$ cat src/design/int8_matrix_multiply_8x16x8_defines.svh
// ----------------------------------------------------------------------------
// int8_matrix_multiply_8x16x8 assertion macros
// Shared property forms for the matrix multiplier checks.
// ----------------------------------------------------------------------------
`ifndef INT8_MATRIX_MULTIPLY_8X16X8_DEFINES_SVH
`define INT8_MATRIX_MULTIPLY_8X16X8_DEFINES_SVH

// same-cycle implication
`define I8MM_ASSERT_IMPL(label, clk, rst, ante, cons, msg) \
  label: assert property (@(posedge clk) disable iff (rst) (ante) |-> (cons)) \
    else $error(msg);

// next-cycle implication
`define I8MM_ASSERT_NEXT(label, clk, rst, ante, cons, msg) \
  label: assert property (@(posedge clk) disable iff (rst) (ante) |=> (cons)) \
    else $error(msg);

`endif

$ cat src/design/i8mm_pkg.sv
// ----------------------------------------------------------------------------
// i8mm_pkg
// Types shared by the matrix multiplier controller and its MAC cells.
// ----------------------------------------------------------------------------
package i8mm_pkg;

  typedef struct packed {
    logic valid;
    logic first;
    logic last;
  } feed_ctl_t;

endpackage

$ cat src/design/int8_matrix_multiply_8x16x8.sv
// ----------------------------------------------------------------------------
// int8_matrix_multiply_8x16x8
// Loads A then B as signed bytes, forms C = A x B on a chain of MAC cells
// and streams C out row by row as int8, wrapped or saturated.
// ----------------------------------------------------------------------------
// channel   dir  content
// s_axis    in   tdata[7:0] element
// m_axis    out  tdata[7:0] product_element, tlast last_element
// cfg       in   cfg_wr_data saturate_output
//
// Loading takes ROWS*INNER + INNER*COLS byte transfers.
// Each row of C feeds INNER elements of A through the cell chain into the
// result queue, and starts only once the result queue is empty.
// Input is held off while rows are computed; output stalls hold the queue.
// Synchronous reset clears control state; the matrix stores need no clear.
// ----------------------------------------------------------------------------
`include "int8_matrix_multiply_8x16x8_defines.svh"

module int8_matrix_multiply_8x16x8 #(
  parameter int ROWS  = 8,
  parameter int INNER = 16,
  parameter int COLS  = 8
) (
  input  logic       clk,
  input  logic       rst,
  input  logic       s_tvalid,
  output logic       s_tready,
  input  logic [7:0] s_tdata,   // [7:0] element
  output logic       m_tvalid,
  input  logic       m_tready,
  output logic [7:0] m_tdata,   // [7:0] product_element
  output logic       m_tlast,
  input  logic       cfg_wr_en,
  input  logic       cfg_wr_data
);
  import i8mm_pkg::*;

  localparam int LEFT  = ROWS * INNER;
  localparam int AW    = (LEFT > 1) ? $clog2(LEFT) : 1;
  localparam int KW    = (INNER > 1) ? $clog2(INNER) : 1;
  localparam int CW    = (COLS > 1) ? $clog2(COLS) : 1;
  localparam int RW    = $clog2(ROWS + 1);
  localparam int PW    = $clog2(COLS + 1);
  localparam int ACC_W = 16 + $clog2(INNER);

  localparam logic [1:0] S_LOAD_A = 2'd0;
  localparam logic [1:0] S_LOAD_B = 2'd1;
  localparam logic [1:0] S_FEED   = 2'd2;
  localparam logic [1:0] S_WAIT   = 2'd3;

  logic [1:0]      state;
  logic [AW-1:0]   a_ptr;
  logic [KW-1:0]   bk;
  logic [CW-1:0]   bc;
  logic [KW-1:0]   k;
  logic [RW-1:0]   r;
  logic [PW-1:0]   push_cnt;
  logic            saturate;
  logic [7:0]      amem [LEFT];
  logic signed [7:0] feed_a;
  feed_ctl_t       feed_ctl;
  logic [KW-1:0]   feed_k;
  logic            in_xfer;
  logic            load_end;

  feed_ctl_t         ch_ctl [COLS+1];
  logic [KW-1:0]     ch_k   [COLS+1];
  logic signed [7:0] ch_a   [COLS+1];
  logic [COLS-1:0]   done_vec;
  logic signed [ACC_W-1:0] cell_sum [COLS];
  logic signed [ACC_W-1:0] res_sum;
  logic            res_valid;
  logic [7:0]      res_byte;
  logic            res_last;

  logic [8:0]      qmem [COLS];
  logic [CW-1:0]   q_wr;
  logic [CW-1:0]   q_rd;
  logic [PW-1:0]   q_cnt;
  logic            q_pop;

  assign s_tready = (state == S_LOAD_A) || (state == S_LOAD_B);
  assign in_xfer  = s_tvalid && s_tready;
  assign load_end = in_xfer && (state == S_LOAD_B) && (bc == CW'(COLS - 1)) &&
                    (bk == KW'(INNER - 1));

  always_ff @(posedge clk) begin
    if (rst) begin
      saturate <= 1'b0;
    end else if (cfg_wr_en) begin
      saturate <= cfg_wr_data;
    end
  end

  always_ff @(posedge clk) begin
    if (rst) begin
      state    <= S_LOAD_A;
      a_ptr    <= '0;
      bk       <= '0;
      bc       <= '0;
      k        <= '0;
      r        <= '0;
      push_cnt <= '0;
      feed_ctl <= '0;
    end else begin
      feed_ctl.valid <= (state == S_FEED);
      feed_ctl.first <= (k == '0);
      feed_ctl.last  <= (k == KW'(INNER - 1));
      if (res_valid) begin
        push_cnt <= push_cnt + PW'(1);
      end
      case (state)
        S_LOAD_A: begin
          if (in_xfer) begin
            if (a_ptr == AW'(LEFT - 1)) begin
              a_ptr <= '0;
              state <= S_LOAD_B;
            end else begin
              a_ptr <= a_ptr + AW'(1);
            end
          end
        end
        S_LOAD_B: begin
          if (in_xfer) begin
            if (bc == CW'(COLS - 1)) begin
              bc <= '0;
              if (bk == KW'(INNER - 1)) begin
                bk       <= '0;
                r        <= '0;
                push_cnt <= PW'(COLS);
                state    <= S_WAIT;
              end else begin
                bk <= bk + KW'(1);
              end
            end else begin
              bc <= bc + CW'(1);
            end
          end
        end
        S_FEED: begin
          a_ptr <= a_ptr + AW'(1);
          if (k == KW'(INNER - 1)) begin
            k     <= '0;
            r     <= r + RW'(1);
            state <= S_WAIT;
          end else begin
            k <= k + KW'(1);
          end
        end
        S_WAIT: begin
          if (push_cnt == PW'(COLS)) begin
            if (r == RW'(ROWS)) begin
              a_ptr <= '0;
              state <= S_LOAD_A;
            end else if (q_cnt == '0) begin
              push_cnt <= '0;
              k        <= '0;
              state    <= S_FEED;
            end
          end
        end
        default: begin
          state <= S_LOAD_A;
        end
      endcase
    end
  end

  always_ff @(posedge clk) begin
    if (state == S_LOAD_A && in_xfer) begin
      amem[a_ptr] <= s_tdata;
    end
    feed_a <= $signed(amem[a_ptr]);
    feed_k <= k;
  end

  assign ch_ctl[0] = feed_ctl;
  assign ch_k[0]   = feed_k;
  assign ch_a[0]   = feed_a;

  for (genvar c = 0; c < COLS; c++) begin : g_cell
    i8mm_cell #(
      .INNER(INNER), .ID(c), .KW(KW), .CW(CW), .ACC_W(ACC_W)
    ) u_cell (
      .clk    (clk),
      .rst    (rst),
      .in_ctl (ch_ctl[c]),
      .in_k   (ch_k[c]),
      .in_a   (ch_a[c]),
      .wr_en  (state == S_LOAD_B && in_xfer),
      .wr_col (bc),
      .wr_k   (bk),
      .wr_data(s_tdata),
      .out_ctl(ch_ctl[c+1]),
      .out_k  (ch_k[c+1]),
      .out_a  (ch_a[c+1]),
      .done   (done_vec[c]),
      .sum    (cell_sum[c])
    );
  end

  always_comb begin
    res_sum = '0;
    for (int c = 0; c < COLS; c++) begin
      res_sum = res_sum | (cell_sum[c] & {ACC_W{done_vec[c]}});
    end
  end

  assign res_valid = |done_vec;
  assign res_last  = (r == RW'(ROWS)) && (push_cnt == PW'(COLS - 1));

  always_comb begin
    res_byte = res_sum[7:0];
    if (saturate) begin
      if (res_sum > $signed(ACC_W'(127))) begin
        res_byte = 8'h7f;
      end else if (res_sum < -$signed(ACC_W'(128))) begin
        res_byte = 8'h80;
      end
    end
  end

  assign q_pop = (q_cnt != '0) && (!m_tvalid || m_tready);

  always_ff @(posedge clk) begin
    if (res_valid) begin
      qmem[q_wr] <= {res_last, res_byte};
    end
    if (q_pop) begin
      {m_tlast, m_tdata} <= qmem[q_rd];
    end
  end

  always_ff @(posedge clk) begin
    if (rst) begin
      q_wr     <= '0;
      q_rd     <= '0;
      q_cnt    <= '0;
      m_tvalid <= 1'b0;
    end else begin
      if (res_valid) begin
        q_wr <= (q_wr == CW'(COLS - 1)) ? '0 : q_wr + CW'(1);
      end
      if (q_pop) begin
        q_rd <= (q_rd == CW'(COLS - 1)) ? '0 : q_rd + CW'(1);
        m_tvalid <= 1'b1;
      end else if (m_tready) begin
        m_tvalid <= 1'b0;
      end
      q_cnt <= q_cnt + PW'(res_valid) - PW'(q_pop);
    end
  end

  `I8MM_ASSERT_IMPL(a_one_cell_done, clk, rst, 1'b1, $onehot0(done_vec), "two cells done")
  `I8MM_ASSERT_IMPL(a_queue_bound, clk, rst, 1'b1, q_cnt <= PW'(COLS), "result queue overflow")
  `I8MM_ASSERT_NEXT(a_load_to_wait, clk, rst, load_end, state == S_WAIT, "load end missed")

endmodule

$ cat src/design/i8mm_cell.sv
// ----------------------------------------------------------------------------
// i8mm_cell
// One column of B with a multiply-accumulate; forwards the A feed to the next
// cell in the following cycle.
// ----------------------------------------------------------------------------
module i8mm_cell #(
  parameter int INNER = 16,
  parameter int ID    = 0,
  parameter int KW    = 4,
  parameter int CW    = 3,
  parameter int ACC_W = 20
) (
  input  logic                    clk,
  input  logic                    rst,
  input  i8mm_pkg::feed_ctl_t     in_ctl,
  input  logic [KW-1:0]           in_k,
  input  logic signed [7:0]       in_a,
  input  logic                    wr_en,
  input  logic [CW-1:0]           wr_col,
  input  logic [KW-1:0]           wr_k,
  input  logic [7:0]              wr_data,
  output i8mm_pkg::feed_ctl_t     out_ctl,
  output logic [KW-1:0]           out_k,
  output logic signed [7:0]       out_a,
  output logic                    done,
  output logic signed [ACC_W-1:0] sum
);
  import i8mm_pkg::*;

  logic [7:0]         bmem [INNER];
  logic signed [7:0]  bq;
  feed_ctl_t          s1_ctl;
  logic [KW-1:0]      s1_k;
  logic signed [7:0]  s1_a;
  feed_ctl_t          p_ctl;
  logic signed [15:0] prod;

  always_ff @(posedge clk) begin
    if (wr_en && wr_col == CW'(ID)) begin
      bmem[wr_k] <= wr_data;
    end
    if (in_ctl.valid) begin
      bq <= $signed(bmem[in_k]);
    end
  end

  always_ff @(posedge clk) begin
    if (rst) begin
      s1_ctl <= '0;
      p_ctl  <= '0;
      done   <= 1'b0;
    end else begin
      s1_ctl <= in_ctl;
      p_ctl  <= s1_ctl;
      done   <= p_ctl.valid && p_ctl.last;
    end
  end

  always_ff @(posedge clk) begin
    s1_k <= in_k;
    s1_a <= in_a;
    prod <= s1_a * bq;
    if (p_ctl.valid) begin
      if (p_ctl.first) begin
        sum <= ACC_W'(prod);
      end else begin
        sum <= sum + ACC_W'(prod);
      end
    end
  end

  assign out_ctl = s1_ctl;
  assign out_k   = s1_k;
  assign out_a   = s1_a;

endmodule
$ cat config.mk
export PLATFORM = sky130hd
export DESIGN_NAME = int8_matrix_multiply_8x16x8
export DESIGN_NICKNAME = d
export VERILOG_FILES = /design/src/design/i8mm_pkg.sv /design/src/design/int8_matrix_multiply_8x16x8.sv /design/src/design/i8mm_cell.sv
export VERILOG_INCLUDE_DIRS = /design/src /design/src/design
export SDC_FILE = /design/constraint.sdc
export NUM_CORES = 2
export LEC_CHECK = 0
export ABC_AREA = 1
export BUFFER_PORTS_ARGS = -buffer_cell sky130_fd_sc_hd__buf_2
export CAP_MARGIN = 20
export CORE_ASPECT_RATIO = 0.9
export CORE_MARGIN = 2
export CORE_UTILIZATION = 61
export CTS_BUF_LIST = sky130_fd_sc_hd__clkbuf_8
export DETAILED_ROUTE_END_ITERATION = 10
export HOLD_SLACK_MARGIN = 0.06
export PLACE_DENSITY = 0.77
export SLEW_MARGIN = 20
export SYNTH_ARGS = -nofsm -noshare
export SYNTH_HDL_FRONTEND = slang
export SYNTH_HIERARCHICAL = 1
export SYNTH_SLANG_ARGS = --single-unit
$ cat constraint.sdc
create_clock -name clk -period 5.5 [get_ports clk]
set_input_delay 0.825 -clock clk [delete_from_list [all_inputs] [get_ports clk]]
set_output_delay 0.825 -clock clk [all_outputs]
set_load 0.02 [all_outputs]
# Word level (Yosys, flattened, before mapping)

Memory sizes are Yosys's and may differ from the RTL's. A register that Yosys moved wholly into a read port is not among the register bits.
Cells that the tools add are included.

Memory bits (writable): 2120
Word-level logic and storage cells: 274
Input bits: 14
Memories kept: 10
Output and inout bits: 11
Register bits: 462

$add $sub $neg: 18
Reductions and logical operators: 40
Multiplexer cells: 70
Multipliers: 8
Equal/unequal tests: 29
Order comparisons: 2
Bitwise gates (word level): 15

Memories:

| memory                | words | bits a word | read ports | clocked after memory_dff | write ports | line                              | source |
|---|---|---|---|---|---|---|---|
| amem                  | 128   | 8           | 1          | 1                        | 1           | int8_matrix_multiply_8x16x8.sv:59 | `logic [7:0] amem [LEFT];` |
| g_cell[0].u_cell.bmem | 16    | 8           | 1          | 1                        | 1           | i8mm_cell.sv:30                   | `logic [7:0] bmem [INNER];` |
| g_cell[1].u_cell.bmem | 16    | 8           | 1          | 1                        | 1           | i8mm_cell.sv:30                   |  |
| g_cell[2].u_cell.bmem | 16    | 8           | 1          | 1                        | 1           | i8mm_cell.sv:30                   |  |
| g_cell[3].u_cell.bmem | 16    | 8           | 1          | 1                        | 1           | i8mm_cell.sv:30                   |  |
| g_cell[4].u_cell.bmem | 16    | 8           | 1          | 1                        | 1           | i8mm_cell.sv:30                   |  |
| 4 more memories       | --    | --          | --         | --                       | --          | --                                |  |

Operator list:

| cell                | count |
|---|---|
| $add 20x16->20      | 8 |
| $and 20x20->20      | 8 |
| $mux 20             | 8 |
| $or 20x20->20       | 7 |
| $mul 8x8->16        | 8 |
| $mux 4              | 16 |
| $mux 7              | 4 |
| $mux 8              | 3 |
| $pmux 4 s2          | 3 |
| $mux 1              | 22 |
| $logic_and 1x1->1   | 21 |
| $pmux 7 s3          | 1 |
| $gt 20x8->1 const B | 1 |
| $lt 20x8->1 const B | 1 |
| $eq 3x3->1 const B  | 6 |
| $mux 2              | 9 |
| $add 4x1->4 const B | 4 |
| $eq 4x4->1 const B  | 4 |
| $ne 2x2->1 const B  | 8 |
| $add 3x1->3 const B | 3 |
| $mux 3              | 3 |
| $logic_not 4->1     | 2 |
| $pmux 2 s4          | 1 |
| $reduce_and 4->1    | 2 |
| 23 further kinds    | 29 |

# Logic depth before layout (Yosys ltp)

Depth in word-level cells: 12
Depth in mapped cells: 19
Gate-level depth less buffers: 18

# Cells and area by module

Netlist, hierarchy kept.

Modules (own cells, without submodules):

| module                        | instances | area each (um2) | cells an instance |
|---|---|---|---|
| int8_matrix_multiply_8x16x8   | 1         | 50250.7         | 5170 |
| i8mm_cell at g_cell[4].u_cell | 1         | 10934.2         | 1105 |
| i8mm_cell at g_cell[5].u_cell | 1         | 10926.7         | 1098 |
| i8mm_cell at g_cell[6].u_cell | 1         | 10919.2         | 1097 |
| i8mm_cell at g_cell[7].u_cell | 1         | 10919.2         | 1098 |
| i8mm_cell at g_cell[0].u_cell | 1         | 10905.5         | 1102 |
| i8mm_cell at g_cell[1].u_cell | 1         | 10905.5         | 1092 |
| i8mm_cell at g_cell[3].u_cell | 1         | 10899.2         | 1097 |
| i8mm_cell at g_cell[2].u_cell | 1         | 10895.4         | 1092 |

# Least setup slack after synthesis

OpenSTA, ideal clock, no wires.

Path kind: flip-flop to flip-flop
From: register g_cell[1].u_cell.bq[2] (read register of g_cell[1].u_cell.bmem)
To: register g_cell[1].u_cell.prod[15]
Buffers on the path: 1
Clock period less this slack: 4168 ps
Setup slack: 1332 ps
Arrival time: 4055 ps
Library setup time: 113 ps
Cell stages (with the launch flop): 19
Path through: edfxtp_1 > clkbuf_1 > nand2_1 > inv_1 > fa_1 > inv_1 > fa_1 > inv_1 > fa_1 > inv_1 > fa_1 > inv_1 > ha_1 > nand2_1 > nor3_1 > nand3_1 > nand4_1 > nand3b_1 > nand2_1

Longest elaborated chain between the ends: 1

RTL lines:

| item                 | line            | source |
|---|---|---|
| start, declared      | i8mm_cell.sv:31 | `logic signed [7:0] bq;` |
| $mul 8x8->16         | i8mm_cell.sv:62 | `prod <= s1_a * bq;` |
| end signal, assigned | i8mm_cell.sv:62 |  |
| end, declared        | i8mm_cell.sv:36 | `logic signed [15:0] prod;` |

Every way passes these cells.
A chain may end at the register's enable or synchronous reset.

# Worst setup path in the final report

Ends and elaborated chain as after synthesis.

==> flow_metrics.tcl <==
set metrics [dict create \
    crit_type "flop to flop" \
    internal_power_mw 38.2 \
    cts_made_buffers 421 \
    grt_max_degree 180 \
    cp_max_fo 8 \
    cts_hold_buf 3 \
    reg2reg_depth 17 \
    yosysWarnings 6 \
    final_cell_mix "4771 x nand2_1, 2353 x edfxtp_1, 1962 x inv_1" \
    dieArea_um2 229000 \
    fin_tns_setup_ns 0 \
    cts.clk_slew.worst_paths_ns 0.06 \
    antenna_found_initial 5 \
    vdd_drop_max_uv 265 \
    drive_above_1_share_pct 5.78 \
    cts_tree "yes" \
    maxCapViolCount 0 \
    vias_per_cell 5.45 \
    cts_sinks 2684 \
    fin_nets 14800 \
    fin_cells 17300 \
    max-clock-path-buffers 4 \
    cp.arrival_ns 5.41 \
    min_period_over_period_pct 81.2 \
    worstPathRequired_ns 6.45 \
    wl_per_cell_um 18.4 \
    syn2layout_area_growth_pct 7.17 \
    overflow 0 \
    rsz0062_at_grt "false" \
    route.vias.total 94000 \
    start_kind "flop" \
    powerDensity_nw_per_um2 392 \
    max_freq_mhz 224 \
    wl_met2_um 147000 \
    setup_viol 0 \
    dr.pass1.iters 6 \
    core_um2 224000 \
    pwr-share-seq_pct 41.6 \
    drtAntennaViolNets 0 \
    insertion_delay_ns 1.14 \
    hold_violations 0 \
    post-route-drc-count 0 \
    dr.max_layer_used "met4" \
    end_kind "flop" \
    hold_depth 1 \
    period_needed_ns 4.47 \
    holdWs_ns 0.201 \
    first_global_vias 89800 \
    p_switching_mw 19.5 \
    initial_core_util_pct 61.3 \
    ctsResizeCount 0 \
    die_x_um 504 \
    routed_wl_um 318000 \
    skew_ns 0.141 \
    synth.avg_cell_area_um2 9.86 \
    drt-initial-drc-count 9523 \
    rows 165 \
    slew_headroom_pct 27.1 \
    clock_power_share_pct 27.5 \
    dp_hpwl_um 207000 \
    cts_root_buf "clkbuf_8" \
    track_usage_pct 27.6 \
    die_h_um 454 \
    cts_post_setup_buffers_inserted 0 \
    grt_pass1_wl_um 498000 \
    port_buffers 24 \
    gp_congestion 0.953 \
    holdCritPathClass "input pin to flop" \
    layout.cells.most_common "nand2_1" \
    wl_met3_um 24700 \
    p_leak_nw 63.0 \
    pwr-share-comb_pct 30.9 \
    status "finished clean" \
    cts_htree_levels 5 \
    syn_area_um2 137000 \
    syn-num-nets 14800 \
    io_pins 25 \
    met1Wirelength_um 135000 \
    dp_cells 16500 \
    max_slew.worst_pin.slew_ns 1.09 \
    maxSlewViolCount 0 \
    syn_inst 13900 \
    swShare_pct 33.8 \
]
[critical path: stages (launching register included)]
cell      delay [ns]
edfxtp_1        0.50
nand2_1         0.16
inv_1           0.10
fa_1            0.65
inv_1           0.15
fa_1            0.55
inv_1           0.06
fa_1            0.53
inv_1           0.06
fa_1            0.53
inv_1           0.04
ha_1            0.34
nand2_1         0.09
nor3_1          0.19
nand3_1         0.12
nand4_1         0.12
nand3b_1        0.11
nand2_1         0.05
[metrics by stage]
stage / setup WS (ns) / power, mW / area, um2 / utilization, %
detailed placement: 1.06 / 42.0 / 139000 / 62.1
global placement: 1.10 / 41.6 / 139000 / 62.1
CTS: 1.04 / 57.8 / 147000 / 65.6
floorplan: 1.33 / 37.8 / 137000 / -
finish: 1.03 / 57.7 / 147000 / 65.7
global route: 0.744 / 61.5 / 147000 / 65.7
[flip-flops by register name, summed over array words and instances, names as in the netlist, 8 cells and up]
| signal | cells |
|---|---|
| g_cell.u_cell/sum | 160 |
| g_cell.u_cell/out_a | 64 |
| g_cell.u_cell/out_k | 28 |
| feed_a | 8 |
| g_cell.u_cell/p_ctl | 24 |
| g_cell.u_cell/done | 8 |
| g_cell.u_cell/prod | 128 |
| qmem | 72 |
| m_tdata | 8 |
| amem | 1024 |
| g_cell.u_cell/out_ctl | 24 |
| g_cell.u_cell/bq | 64 |
| g_cell.u_cell/bmem | 1024 |
[worst paths after layout]
kind / startpoint / endpoint / slack [ns]
worst min register to register: k[0] / feed_k[0] / 0.33
worst max register to register: g_cell[1].u_cell/bq[2] / g_cell[1].u_cell/prod[15] / 1.03
worst min-delay path: s_tdata[0] / amem[62][0] / 0.20
worst max-delay path: g_cell[1].u_cell/bq[2] / g_cell[1].u_cell/prod[15] / 1.03
[power by group through the flow]
stage	clock network, mW	logic, mW	registers (mW)
after floorplan	0	13.9	23.9
after global placement	0	17.2	24.4
after detailed placement	0	17.6	24.4
after CTS	16.1	17.7	24.0
after global routing	17.0	20.6	24.0
final	15.9	17.8	24.0
[layout make-up]
type,instances,area (um2)
multi-input combinational,8858,50400
sequential,2684,77300
timing repair buffer,112,1070
clock buffer,449,6180
inverter,1841,6930
fill,17300,77100
antenna,4,10.0
clock inverter,303,1680
tap,3006,3760
[routing by layer]
layer / vias to the layer above / GRT usage, %
li1: 45300 / -
met1: 44300 / 38.8
met2: 3782 / 44.1
met3: 638 / 3.82
met4: 0 / 10.0
met5: - / 0
No activity file was read; power rests on OpenSTA's default activity.
